`src/rfbp_pkg.sv`:
```
// Shared types and constants of the reader frame byte parser.
`default_nettype none

package rfbp_pkg;

    // Parser stages, in frame order.
    typedef enum logic [3:0] {
        STG_PREFIX0  = 4'd0,
        STG_PREFIX1  = 4'd1,
        STG_PREFIX2  = 4'd2,
        STG_HEAD     = 4'd3,
        STG_GROUP    = 4'd4,
        STG_CODE     = 4'd5,
        STG_LEN_MARK = 4'd6,
        STG_LENGTH   = 4'd7,
        STG_DATA     = 4'd8,
        STG_PAYLOAD  = 4'd9,
        STG_SUM_MARK = 4'd10,
        STG_CHECKSUM = 4'd11
    } stage_t;

    // Result kinds carried on the output tuser.
    typedef enum logic [1:0] {
        EV_BUSY    = 2'd0,
        EV_PAYLOAD = 2'd1,
        EV_DONE    = 2'd2,
        EV_ERROR   = 2'd3
    } event_t;

    // Frame markers.
    localparam logic [7:0] MARK_HEAD = 8'h01;
    localparam logic [7:0] MARK_LEN  = 8'h02;
    localparam logic [7:0] MARK_DATA = 8'h03;
    localparam logic [7:0] MARK_SUM  = 8'h04;

    // Prefix characters.
    localparam logic [7:0] CHAR_A = 8'h41;
    localparam logic [7:0] CHAR_E = 8'h45;
    localparam logic [7:0] CHAR_F = 8'h46;
    localparam logic [7:0] CHAR_R = 8'h52;

    // Widths of the result word.
    localparam int unsigned DATA_W = 40;
    localparam int unsigned USER_W = 2;

    // Expected prefix byte at a prefix position; the third is the same for both.
    function automatic logic [7:0] prefix_byte(input logic sel, input stage_t pos);
        logic [7:0] val;
        val = CHAR_E;
        if (pos == STG_PREFIX0) begin
            val = sel ? CHAR_R : CHAR_A;
        end else if (pos == STG_PREFIX1) begin
            val = sel ? CHAR_F : CHAR_A;
        end
        return val;
    endfunction

endpackage

`default_nettype wire

```
`src/reader_frame_byte_parser.sv`:
```
// Top level of the reader frame byte parser: frame state walk and result register.
//
//   Channel  Direction  Handshake          Contents
//   s_       in         s_tvalid/s_tready  one received byte per word
//   m_       out        m_tvalid/m_tready  one result word per input byte
//   cfg_     in         cfg_we             prefix select bit
//
// Each byte is parsed in the cycle it is accepted and its result is in the
// output register in the following cycle; one byte per cycle is sustained while m_tready is high.
// The input is ready whenever the output register is empty or being taken,
// so a stall on the output side holds the input after one word.
// Reset (aresetn low at a clock edge) returns the parser to prefix hunting
// and empties the output register and clears the prefix select bit.
`default_nettype none

module reader_frame_byte_parser
    import rfbp_pkg::*;
(
    input  wire logic              aclk,
    input  wire logic              aresetn,

    // Configuration: prefix select.
    input  wire logic              cfg_we,
    input  wire logic              cfg_wdata,

    // Input stream.
    input  wire logic              s_tvalid,
    output      logic              s_tready,
    input  wire logic [7:0]        s_tdata,   // [7:0] rx_byte

    // Result stream.
    output      logic              m_tvalid,
    input  wire logic              m_tready,
    output      logic [DATA_W-1:0] m_tdata,   // [7:0] byte_out, [15:8] cmd_group,
                                              // [23:16] cmd_code, [31:24] frame_length,
                                              // [35:32] error_stage, [39:36] zero
    output      logic [USER_W-1:0] m_tuser    // [1:0] event_res
);

    // Parser and configuration state.
    logic        prefix_sel_reg;
    stage_t      stage_reg,  stage_next;
    logic [7:0]  group_reg,  group_next;
    logic [7:0]  code_reg,   code_next;
    logic [7:0]  len_reg,    len_next;
    logic [7:0]  count_reg,  count_next;

    // Result register.
    logic        valid_reg;
    event_t      evt_reg,    evt_next;
    logic [7:0]  bout_reg,   bout_next;
    logic [7:0]  grp_reg,    grp_next;
    logic [7:0]  cod_reg,    cod_next;
    logic [7:0]  flen_reg,   flen_next;
    logic [3:0]  est_reg,    est_next;

    stage_t      stage_eff;
    logic [7:0]  count_inc;
    logic        bad;
    logic        s_hs;

    assign s_tready = !valid_reg || m_tready;
    assign s_hs     = s_tvalid && s_tready;

    // Stage codes past the checksum act as the first prefix stage.
    assign stage_eff = (stage_reg > STG_CHECKSUM) ? STG_PREFIX0 : stage_reg;
    assign count_inc = count_reg + 8'd1;

    // Next parser state and result for the byte on the input.
    always_comb begin
        stage_next = stage_reg;
        group_next = group_reg;
        code_next  = code_reg;
        len_next   = len_reg;
        count_next = count_reg;
        evt_next   = EV_BUSY;
        bout_next  = 8'd0;
        grp_next   = 8'd0;
        cod_next   = 8'd0;
        flen_next  = 8'd0;
        est_next   = 4'd0;
        bad        = 1'b0;

        unique case (stage_eff)
            STG_PREFIX0, STG_PREFIX1, STG_PREFIX2: begin
                if (s_tdata == prefix_byte(prefix_sel_reg, stage_eff)) begin
                    stage_next = stage_t'(stage_eff + 4'd1);
                end else begin
                    bad = 1'b1;
                end
            end
            STG_HEAD: begin
                if (s_tdata == MARK_HEAD) begin
                    group_next = 8'd0;
                    code_next  = 8'd0;
                    len_next   = 8'd0;
                    count_next = 8'd0;
                    stage_next = STG_GROUP;
                end else begin
                    bad = 1'b1;
                end
            end
            STG_GROUP: begin
                group_next = s_tdata;
                stage_next = STG_CODE;
            end
            STG_CODE: begin
                code_next  = s_tdata;
                stage_next = STG_LEN_MARK;
            end
            STG_LEN_MARK: begin
                if (s_tdata == MARK_LEN) begin
                    stage_next = STG_LENGTH;
                end else begin
                    bad = 1'b1;
                end
            end
            STG_LENGTH: begin
                len_next   = s_tdata;
                stage_next = (s_tdata == 8'd0) ? STG_SUM_MARK : STG_DATA;
            end
            STG_DATA: begin
                if (s_tdata == MARK_DATA) begin
                    stage_next = STG_PAYLOAD;
                end else begin
                    bad = 1'b1;
                end
            end
            STG_PAYLOAD: begin
                count_next = count_inc;
                evt_next   = EV_PAYLOAD;
                bout_next  = s_tdata;
                flen_next  = len_reg;
                if (count_inc >= len_reg) begin
                    stage_next = STG_SUM_MARK;
                end
            end
            STG_SUM_MARK: begin
                if (s_tdata == MARK_SUM) begin
                    stage_next = STG_CHECKSUM;
                end else begin
                    bad = 1'b1;
                end
            end
            STG_CHECKSUM: begin
                evt_next   = EV_DONE;
                bout_next  = s_tdata;
                grp_next   = group_reg;
                cod_next   = code_reg;
                flen_next  = len_reg;
                stage_next = STG_PREFIX0;
            end
            default: begin
                stage_next = STG_PREFIX0;
            end
        endcase

        // A framing error drops back to prefix hunting.
        if (bad) begin
            evt_next   = EV_ERROR;
            est_next   = stage_eff;
            stage_next = STG_PREFIX0;
        end
    end

    // Configuration register.
    always_ff @(posedge aclk) begin
        if (!aresetn) begin
            prefix_sel_reg <= 1'b0;
        end else if (cfg_we) begin
            prefix_sel_reg <= cfg_wdata;
        end
    end

    // Parser state advances on each accepted word.
    always_ff @(posedge aclk) begin
        if (!aresetn) begin
            stage_reg <= STG_PREFIX0;
            group_reg <= 8'd0;
            code_reg  <= 8'd0;
            len_reg   <= 8'd0;
            count_reg <= 8'd0;
        end else if (s_hs) begin
            stage_reg <= stage_next;
            group_reg <= group_next;
            code_reg  <= code_next;
            len_reg   <= len_next;
            count_reg <= count_next;
        end
    end

    // Output valid flag.
    always_ff @(posedge aclk) begin
        if (!aresetn) begin
            valid_reg <= 1'b0;
        end else if (s_hs) begin
            valid_reg <= 1'b1;
        end else if (m_tready) begin
            valid_reg <= 1'b0;
        end
    end

    // Output payload loads with each accepted word.
    always_ff @(posedge aclk) begin
        if (s_hs) begin
            evt_reg  <= evt_next;
            bout_reg <= bout_next;
            grp_reg  <= grp_next;
            cod_reg  <= cod_next;
            flen_reg <= flen_next;
            est_reg  <= est_next;
        end
    end

    assign m_tvalid = valid_reg;
    assign m_tuser  = evt_reg;
    assign m_tdata  = {4'd0, est_reg, flen_reg, cod_reg, grp_reg, bout_reg};

`ifndef SYNTHESIS
    // A completed frame returns the parser to prefix hunting.
    a_done_restarts: assert property (@(posedge aclk) disable iff (!aresetn)
        (s_hs && evt_next == EV_DONE) |=> (stage_reg == STG_PREFIX0))
        else $error("parser did not restart after a complete frame");

    // A framing error returns the parser to prefix hunting.
    a_error_restarts: assert property (@(posedge aclk) disable iff (!aresetn)
        (s_hs && evt_next == EV_ERROR) |=> (stage_reg == STG_PREFIX0))
        else $error("parser did not restart after a framing error");

    // While streaming payload, fewer bytes have been seen than announced.
    a_payload_count: assert property (@(posedge aclk) disable iff (!aresetn)
        (stage_reg == STG_PAYLOAD) |-> (count_reg < len_reg))
        else $error("payload count reached the announced length in payload stage");

    // A payload result always carries a nonzero announced length.
    a_payload_len: assert property (@(posedge aclk) disable iff (!aresetn)
        (valid_reg && evt_reg == EV_PAYLOAD) |-> (flen_reg != 8'd0))
        else $error("payload byte reported for a zero-length frame");
`endif

endmodule

`default_nettype wire

```
`config.mk`:
```
export PLATFORM = sky130hd
export DESIGN_NAME = reader_frame_byte_parser
export DESIGN_NICKNAME = d
export VERILOG_FILES = /design/src/rfbp_pkg.sv /design/src/reader_frame_byte_parser.sv
export SDC_FILE = /design/constraint.sdc
export NUM_CORES = 1
export LEC_CHECK = 0
export BUFFER_PORTS_ARGS = -buffer_cell sky130_fd_sc_hd__buf_2
export CAP_MARGIN = 10
export CELL_PAD_IN_SITES_DETAIL_PLACEMENT = 0
export CELL_PAD_IN_SITES_GLOBAL_PLACEMENT = 1
export CORE_MARGIN = 3
export CORE_UTILIZATION = 44
export DETAILED_ROUTE_END_ITERATION = 8
export HOLD_SLACK_MARGIN = 0.1
export PLACE_DENSITY = 0.76
export SLEW_MARGIN = 5
export SYNTH_ARGS = -nofsm -noshare
export SYNTH_HDL_FRONTEND = slang
export SYNTH_SLANG_ARGS = --single-unit
```
`constraint.sdc`:
```
create_clock -name aclk -period 2.9 [get_ports aclk]
set_clock_uncertainty 0.05 [all_clocks]
set_input_delay 0.435 -clock aclk [delete_from_list [all_inputs] [get_ports aclk]]
set_output_delay 0.435 -clock aclk [all_outputs]
set_load 0.01 [all_outputs]
```
---- Word level (Yosys, flattened, before mapping) ----
Cells that the tools add are included.
Widths: inputs -> output; s select.
word-level totals
  memories ................................ 0
  memory bits (read-only) ................. 0
  output and inout port bits .............. 44
  bits in writable memories ............... 0
  logic and storage cells ................. 86
  input port bits ......................... 14
  register bits after elaboration ......... 76
  latch bits .............................. 0
operators by class
  muxes and demuxes ....................... 29
  multipliers ............................. 0
  add/sub/neg operators ................... 2
  reduce and logical (&&, ||, !) cells .... 17
  $lt $le $gt $ge ......................... 2
  bitwise gates (word level) .............. 0
  equality and inequality tests ........... 23
  shift-type cells ........................ 0
  divide/modulo/power cells ............... 0
operator list
  kind                 number
  $pmux 8 s2           4
  $pmux 4 s9           1
  $mux 4               8
  $ne 3x3->1 const B   6
  $eq 4x3->1 const B   4
  $eq 4x4->1 const B   4
  $eq 8x2->1 const B   2
  $mux 8               2
  $reduce_and 3->1     4
  $mux 5               2
  $reduce_bool 2->1    5
  $add 8x1->8 const B  1
  $eq 4x2->1 const B   2
  $eq 8x1->1 const B   1
  $eq 8x3->1 const B   1
  $eq 8x8->1           1
  $ge 8x8->1           1
  $logic_not 8->1      1
  $mux 1               7
  $reduce_and 7->1     1
  $mux 3               2
  $pmux 1 s5           1
  $add 4x1->4 const B  1
  $eq 4x1->1 const B   1
  other kinds (10)     10

---- Depth between registers and ports, before layout ----
Gate-level depths: netlist of run 1.
  depth after elaboration ................. 11
  depth in mapped cells ................... 11

---- Worst setup path before layout of run 1 ----
OpenSTA, ideal clock, no wires.
  kind .................................... register -> register
  start ................................... reg stage_reg[3]
  end ..................................... reg evt_reg[0], in the netlist m_tuser[0] (data pin)
  required time ........................... 2.586 ns
  slack ................................... 0.491 ns
  data arrival time ....................... 2.095 ns
  clock period less this slack ............ 2.409 ns
  setup time .............................. 0.264 ns
  cell stages (with the launch flop) ...... 12
  cell sequence ........................... dfxtp_1 ha_1 nand2b_1 inv_1 ha_1 buf_2 o211ai_1 mux2i_1 and4_1 a21oi_2 nor3_2 nand2_1
between the ends
  longest elaborated chain between the ends .. 9
  elaborated cells on any way between the ends .. 19
  classes of those cells .................. 1 x order compare; 9 x eq/ne; 7 x mux; 2 x reduce/logical
RTL lines
  item                      RTL line                                        RTL
  start: declaration        reader_frame_byte_parser.sv:42                  stage_t stage_reg, stage_next;
  start signal: assignment  reader_frame_byte_parser.sv:184                 stage_reg <= stage_next;
  $gt 4x4->1 (*)            reader_frame_byte_parser.sv:66                  assign stage_eff = (stage_reg > STG_CHECKSUM) ? STG_PREFIX0 : stage_reg;
  $mux 4 (*)                reader_frame_byte_parser.sv:66
  named net stage_eff[0]    reader_frame_byte_parser.sv:57                  stage_t stage_eff;
  $eq 4x1->1                rfbp_pkg.sv:52, reader_frame_byte_parser.sv:84
  $mux 3                    rfbp_pkg.sv:52                                  end else if (pos == STG_PREFIX1) begin
  $mux 5                    rfbp_pkg.sv:50                                  if (pos == STG_PREFIX0) begin
  $mux 8                    reader_frame_byte_parser.sv:84                  unique case (stage_eff)
  $eq 8x8->1                reader_frame_byte_parser.sv:86                  if (s_tdata == prefix_byte(prefix_sel_reg, stage_eff)) begin
  $mux 1                    reader_frame_byte_parser.sv:86
  $pmux 1 s5                reader_frame_byte_parser.sv:84
  end signal: assignment    reader_frame_byte_parser.sv:206                 evt_reg <= evt_next;
  end: declaration          reader_frame_byte_parser.sv:50                  event_t evt_reg, evt_next;
Mark *: on every way through the listed nets, which the timed path passes. The rest lies on a longest branch. The select of a mux whose other input is x is not followed.
A chain may end at the register's enable or synchronous reset.

---- Final worst setup path of run 1 ----
  start ................................... reg stage_reg[3]
  end ..................................... reg stage_reg[0]
between the ends
  longest elaborated chain between the ends .. 11
  elaborated cells on any way between the ends .. 31
  classes of those cells .................. 1 x add/sub; 1 x order compare; 17 x eq/ne; 9 x mux; 3 x reduce/logical
RTL lines
  item                        RTL line
  $gt 4x4->1 (*)              reader_frame_byte_parser.sv:66
  $mux 4 (*)                  reader_frame_byte_parser.sv:66
  named net stage_eff[0]      reader_frame_byte_parser.sv:57
  $eq 4x1->1                  rfbp_pkg.sv:52, reader_frame_byte_parser.sv:84
  $mux 3                      rfbp_pkg.sv:52
  $mux 5                      rfbp_pkg.sv:50
  $mux 8                      reader_frame_byte_parser.sv:84
  $eq 8x8->1                  reader_frame_byte_parser.sv:86
  $mux 1                      reader_frame_byte_parser.sv:86
  $pmux 1 s5                  reader_frame_byte_parser.sv:84
  $ne 3x3->1 (no line)        --
  $reduce_and 7->1 (no line)  --
Marked as above.

==> results of run 1 <==
[per-layer routing]
| layer | vias up | global-route usage, % |
|---|---|---|
| li1 | 1381 | - |
| met1 | 1305 | 24.2 |
| met2 | 77 | 28.3 |
| met3 | 8 | 3.21 |
| met4 | 0 | 7.14 |
| met5 | - | 0 |
[final cells by class]
class                   instances  area [µm²]  share of cell area [%]
clock buffers                  11         131                    3.10
clock inverters                 5        61.3                    1.44
inverters                      13        48.8                    1.15
multi-input cells             253        1660                    39.0
flip-flops and latches         76        1900                    44.8
well taps                     102         128                    3.01
repair buffers                 60         318                    7.49
[where the power goes]
group,switching (mW),internal [mW]
clock network,0.393,0.401
registers,0.00660,1.15
logic,0.0759,0.0404
[path summary, 6_finish.rpt]
kind / startpoint / end / slack, ns / cells after the start
min: s_tvalid / m_tvalid$_SDFFE_PN0P_ / 0.29 / 3
min reg2reg: group_reg[5]$_SDFFE_PN0P_ / group_reg[5]$_SDFFE_PN0P_ / 0.42 / 2
max: stage_reg[3]$_SDFFE_PN0P_ / stage_reg[0]$_SDFFE_PN0P_ / 0.26 / 10
max reg2reg: stage_reg[3]$_SDFFE_PN0P_ / stage_reg[0]$_SDFFE_PN0P_ / 0.26 / 10
[logic make-up after synthesis]
group	synth area share, %
buf+inv	5.13
simple gates	22.1
mux	0.537
fa+ha+maj	6.04
flops	51.0
xor+xnor	2.11
other cells	0.101
compound gates	13.0
[Yosys cell counts (3+ instances only)]
library cell / number / area share (%)
nand2_1: 46 / 4.6
dfxtp_1: 38 / 20
edfxtp_1: 38 / 31
nand3_1: 38 / 5.1
a21boi_0: 29 / 5.8
and3_1: 20 / 3.4
and2_1: 19 / 3.2
ha_1: 18 / 6.0
clkbuf_1: 15 / 1.5
inv_1: 13 / 1.3
buf_2: 8 / 1.1
nand2b_1: 7 / 1.2
nor2_1: 6 / 0.60
o21ai_0: 6 / 0.80
a32o_1: 5 / 1.3
xor2_1: 5 / 1.2
buf_4: 4 / 0.80
nor2b_1: 4 / 0.67
xnor2_1: 4 / 0.94
a21boi_1: 3 / 0.60
a21oi_1: 3 / 0.40
or3_1: 3 / 0.50
[through the flow]
| step | utilization (%) | area, µm² |
|---|---|---|
| floorplan | - | 3740 |
| global placement | 50.8 | 4050 |
| detailed placement | 50.8 | 4050 |
| CTS | 53.2 | 4240 |
| global route | 53.3 | 4240 |
| finish | 53.3 | 4240 |
[critical path: cells and delay by family, from the launching register on]
family	cells	cell delay, ns
compound gates	3	0.52
fa+ha+maj	2	0.49
buf+inv	1	0.10
flops	1	0.40
mux	1	0.19
simple gates	3	0.84
[timing repair]
item,in CTS,in global routing
hold buffers,0,0
gates resized for setup,0,1
endpoints found under the setup margin,0,6
==> impl_metrics.json, run 1 <==
{
  "cts-root-buf": "clkbuf_8",
  "port_buffers": 53,
  "hold_class": "in -> reg",
  "critPathMaxFanout": 9,
  "synthFlopType": "edfxtp_1",
  "max_cap_viol_count": 0,
  "top_layer": "met4",
  "met2_length_mm": 3.72,
  "place_ws_ns": 0.202,
  "dp_hpwl_mm": 5.71,
  "antenna_left": 0,
  "start_util_pct": 46.8,
  "finalMaxSlewViolations": 0,
  "cp_slowest_cell": "nor4_2",
  "grt_pass1_vias": 2661,
  "fin_crit_ns": 2.64,
  "yosysSeqAreaShare_pct": 51.0,
  "grt_use_total_pct": 17.9,
  "cts_made_buffers": 9,
  "path_class": "reg -> reg",
  "grt_start_max_net_pins": 28,
  "fin_crit_sh_pct": 91.1,
  "firstDrtPassIters": 5,
  "place_congestion": 0.904,
  "die_area_um2": 9620,
  "grt_overflow": 0,
  "start_kind": "flop",
  "route.vias.total": 2771,
  "viasPerCell": 5.33,
  "max_stage_delay_ns": 0.44,
  "syn_inst": 368,
  "finalSetupViolCount": 0,
  "row_count": 32,
  "antenna_found_initial": 0,
  "synthArstFlopShare_pct": 0,
  "stdcell_count": 520,
  "cts_buffer_depth": 2,
  "met1_length_mm": 3.89,
  "drt-wirelength-per-cell_um": 15.6,
  "cp.required_ns": 3.14,
  "drive_gt1_share_pct": 19.6,
  "holdWs_ns": 0.290,
  "final_common_cell": "buf_2",
  "io_pins": 58,
  "synth-edff-count": 38,
  "status": "finished clean",
  "ir_worst_vdd_v": 0.000285,
  "cts_sinks": 76,
  "critical_path.most_common_cell": "ha_1",
  "post-cts-setup-buffers": 0,
  "final_cell_mix": "53 x buf_2, 46 x nand2_1, 38 x nand3_1, 38 x edfxtp_1, 38 x dfxtp_1",
  "core_um2": 7970,
  "wl_mm": 8.14,
  "p_leak_nw": 1.74,
  "crit_chain": "ha_1, nand2b_1, inv_1, ha_1, o211ai_1, mux2i_1, and4_1, a21oi_2, nor4_2, a32o_1",
  "power.density_nw_per_um2": 487,
  "final-hold-violation-count": 0,
  "grt_setup_unrepaired": "no",
  "fp.dieH_um": 98.1,
  "diodes": 0,
  "avgSynthCellArea_um2": 10.1,
  "syn_area_um2": 3730,
  "die_w_um": 98.1,
  "max_freq_ghz": 0.379,
  "setup_slack_ns": 0.259,
  "h-tree-depth": 3,
  "wl_met3_um": 428,
  "cp-end-kind": "flop",
  "clk_pin_slew_ns": 0.08,
  "yosys_warnings": 0,
  "drc": 0,
  "cp.arrival_ns": 2.88,
  "area_growth_pct": 13.7,
  "synth_cell_types": 49,
  "n_fill_cell": 735,
  "ys_seq_elements": 76,
  "nets": 445,
  "grt_pass1_wl_mm": 13.7,
  "first_iter_violations": 112,
  "clock_latency_ns": 0.34,
  "cts_tree": "built",
  "finalSetupTns_ns": 0,
  "dp_cells": 504,
  "fin_total_pwr_mw": 2.07
}
No activity file was read; power rests on OpenSTA's default activity.
==> run 2, diff against run 1 <==
--- a/config.mk
+++ b/config.mk
@@ -5,7 +5,7 @@
 export SDC_FILE = /design/constraint.sdc
 export NUM_CORES = 1
 export LEC_CHECK = 0
-export BUFFER_PORTS_ARGS = -buffer_cell sky130_fd_sc_hd__buf_2
+export BUFFER_PORTS_ARGS = -buffer_cell sky130_fd_sc_hd__buf_4
 export CAP_MARGIN = 10
 export CELL_PAD_IN_SITES_DETAIL_PLACEMENT = 0
 export CELL_PAD_IN_SITES_GLOBAL_PLACEMENT = 1
==> impl_metrics.json, run 2 (same netlist as run 1, synthesis figures left out) <==
{
  "status": "finished clean",
  "viasPerCell": 5.29,
  "cp-end-kind": "flop",
  "clock_latency_ns": 0.35,
  "cp_slowest_cell": "o31ai_2",
  "final_cell_mix": "59 x buf_4, 46 x nand2_1, 38 x nand3_1, 38 x edfxtp_1, 38 x dfxtp_1",
  "diodes": 0,
  "fp.dieH_um": 98.1,
  "row_count": 32,
  "min_path_cells": 3,
  "finalMaxSlewViolations": 0,
  "final_common_cell": "buf_4",
  "first_iter_violations": 107,
  "grt_use_total_pct": 17.9,
  "r2r-start": "stage_reg[3]$_SDFFE_PN0P_",
  "cts_buffer_depth": 2,
  "grt_pass1_wl_mm": 13.8,
  "max_cap_viol_count": 0,
  "hold_start": "cfg_wdata",
  "fin_crit_ns": 2.63,
  "cts_made_buffers": 9,
  "power.density_nw_per_um2": 480,
  "holdWs_ns": 0.293,
  "max_stage_delay_ns": 0.42,
  "antenna_left": 0,
  "setup_slack_ns": 0.275,
  "critical_path.most_common_cell": "ha_1",
  "grt_setup_unrepaired": "no",
  "p_leak_nw": 1.79,
  "drt-wirelength-per-cell_um": 15.6,
  "final-hold-violation-count": 0,
  "start_kind": "flop",
  "cp.buffers_inverters": 1,
  "cts-root-buf": "clkbuf_8",
  "critPathMaxFanout": 9,
  "area_growth_pct": 17.3,
  "max_freq_ghz": 0.381,
  "grt_overflow": 0,
  "dp_hpwl_mm": 5.63,
  "core_um2": 7970,
  "dp_cells": 503,
  "cp.required_ns": 3.14,
  "port_buffers": 53,
  "ir_worst_vdd_v": 0.000218,
  "path_class": "reg -> reg",
  "fin_total_pwr_mw": 2.10,
  "place_ws_ns": 0.248,
  "antenna_found_initial": 0,
  "crit_chain": "ha_1, nand2b_1, inv_1, ha_1, o211ai_1, mux2i_1, and4_1, a21oi_2, o31ai_2, a32o_1",
  "worstReg2RegEnd": "stage_reg[0]$_SDFFE_PN0P_",
  "finalSetupTns_ns": 0,
  "cp.arrival_ns": 2.87,
  "cts_sinks": 76,
  "start_util_pct": 46.8,
  "die_area_um2": 9620,
  "grt_start_max_net_pins": 40,
  "grt_pass1_vias": 2660,
  "holdBufCountCts": 0,
  "drive_gt1_share_pct": 19.7,
  "min_to": "prefix_sel_reg$_SDFFE_PN0P_",
  "fin_crit_sh_pct": 90.5,
  "clk_pin_slew_ns": 0.08,
  "reg2reg_slack_ns": 0.27,
  "h-tree-depth": 3,
  "cts_tree": "built",
  "worstRegToRegCells": 10,
  "hold_class": "in -> reg",
  "die_w_um": 98.1,
  "nets": 444,
  "firstDrtPassIters": 4,
  "place_congestion": 0.820,
  "cp.depth": 10,
  "wl_mm": 8.08,
  "route.vias.total": 2747,
  "drc": 0,
  "finalSetupViolCount": 0,
  "cp_top_family": "compound AO/OA/AOI/OAI gates",
  "stdcell_count": 519,
  "io_pins": 58
}
-- run 2: cell count changes in the layout (fill, tap and decap cells not counted) --
| cell | delta |
|---|---|
| clkinv_1 | +1 |
| buf_4 | +52 |
| clkbuf_1 | -2 |
| clkinv_4 | +2 |
| clkinvlp_4 | -1 |
| buf_2 | -53 |
-- run 2: worst max-delay path by stage --
| stage | startpoint | slack, ns | to |
|---|---|---|---|
| finish | stage_reg[3]$_SDFFE_PN0P_ | 0.27 | stage_reg[0]$_SDFFE_PN0P_ |
| global route | stage_reg[3]$_SDFFE_PN0P_ | 0.06 | stage_reg[1]$_SDFFE_PN0P_ |
| CTS | stage_reg[3]$_SDFFE_PN0P_ | 0.23 | est_reg[3]$_SDFFCE_PN0P_ |
| detailed placement | stage_reg[3]$_SDFFE_PN0P_ | 0.25 | est_reg[3]$_SDFFCE_PN0P_ |
| global placement | stage_reg[3]$_SDFFE_PN0P_ | 0.31 | m_tuser[1]$_SDFFCE_PP1P_ |
| floorplan | stage_reg[3]$_SDFFE_PN0P_ | 0.49 | m_tuser[0]$_SDFFCE_PP1P_ |
-- run 2: what timing repair did --
item / 4_1_cts / 5_1_grt
endpoints found under the setup margin: 0 / 5
endpoints found under the hold margin: 0 / 0
gates resized for setup: 0 / 1
buffers inserted: 0 / 0
-- run 2: report_power, final --
part / leakage (nW) / switching (mW) / internal, mW
Clock: 0.0935 / 0.409 / 0.400
Combinational: 1.01 / 0.0751 / 0.0578
Sequential: 0.679 / 0.00832 / 1.15
Total: 1.79 / 0.493 / 1.61
-- run 2: layout make-up --
| type | instances | area (µm²) |
|---|---|---|
| fill | 730 | 3590 |
| sequential | 76 | 1900 |
| multi-input combinational | 253 | 1660 |
| timing repair buffer | 59 | 443 |
| tap | 102 | 128 |
| clock buffer | 9 | 124 |
| clock inverter | 7 | 75.1 |
| inverter | 13 | 48.8 |
-- run 2: through the flow --
| stage | util [%] | instance area, µm² |
|---|---|---|
| 2_1_floorplan | - | 3740 |
| 3_3_place_gp | 52.3 | 4170 |
| 3_5_place_dp | 52.3 | 4170 |
| 4_1_cts | 54.8 | 4370 |
| 5_1_grt | 54.9 | 4380 |
| 6_report | 54.9 | 4380 |
-- run 2: routing by layer --
layer | wire [µm] | GRT usage (%) | up-vias
met4 | 72 | 4.15 | 0
met1 | 3780 | 24.3 | 1287
li1 | - | - | 1382
met5 | 0 | 0 | -
met2 | 3820 | 28.3 | 70
met3 | 400 | 5.14 | 8
-- run 2: worst register-to-register path, stage by stage, from the launching register on --
cell	delay, ns
dfxtp_1	0.40
ha_1	0.18
nand2b_1	0.17
inv_1	0.10
ha_1	0.30
o211ai_1	0.23
mux2i_1	0.19
and4_1	0.21
a21oi_2	0.10
o31ai_2	0.42
a32o_1	0.22
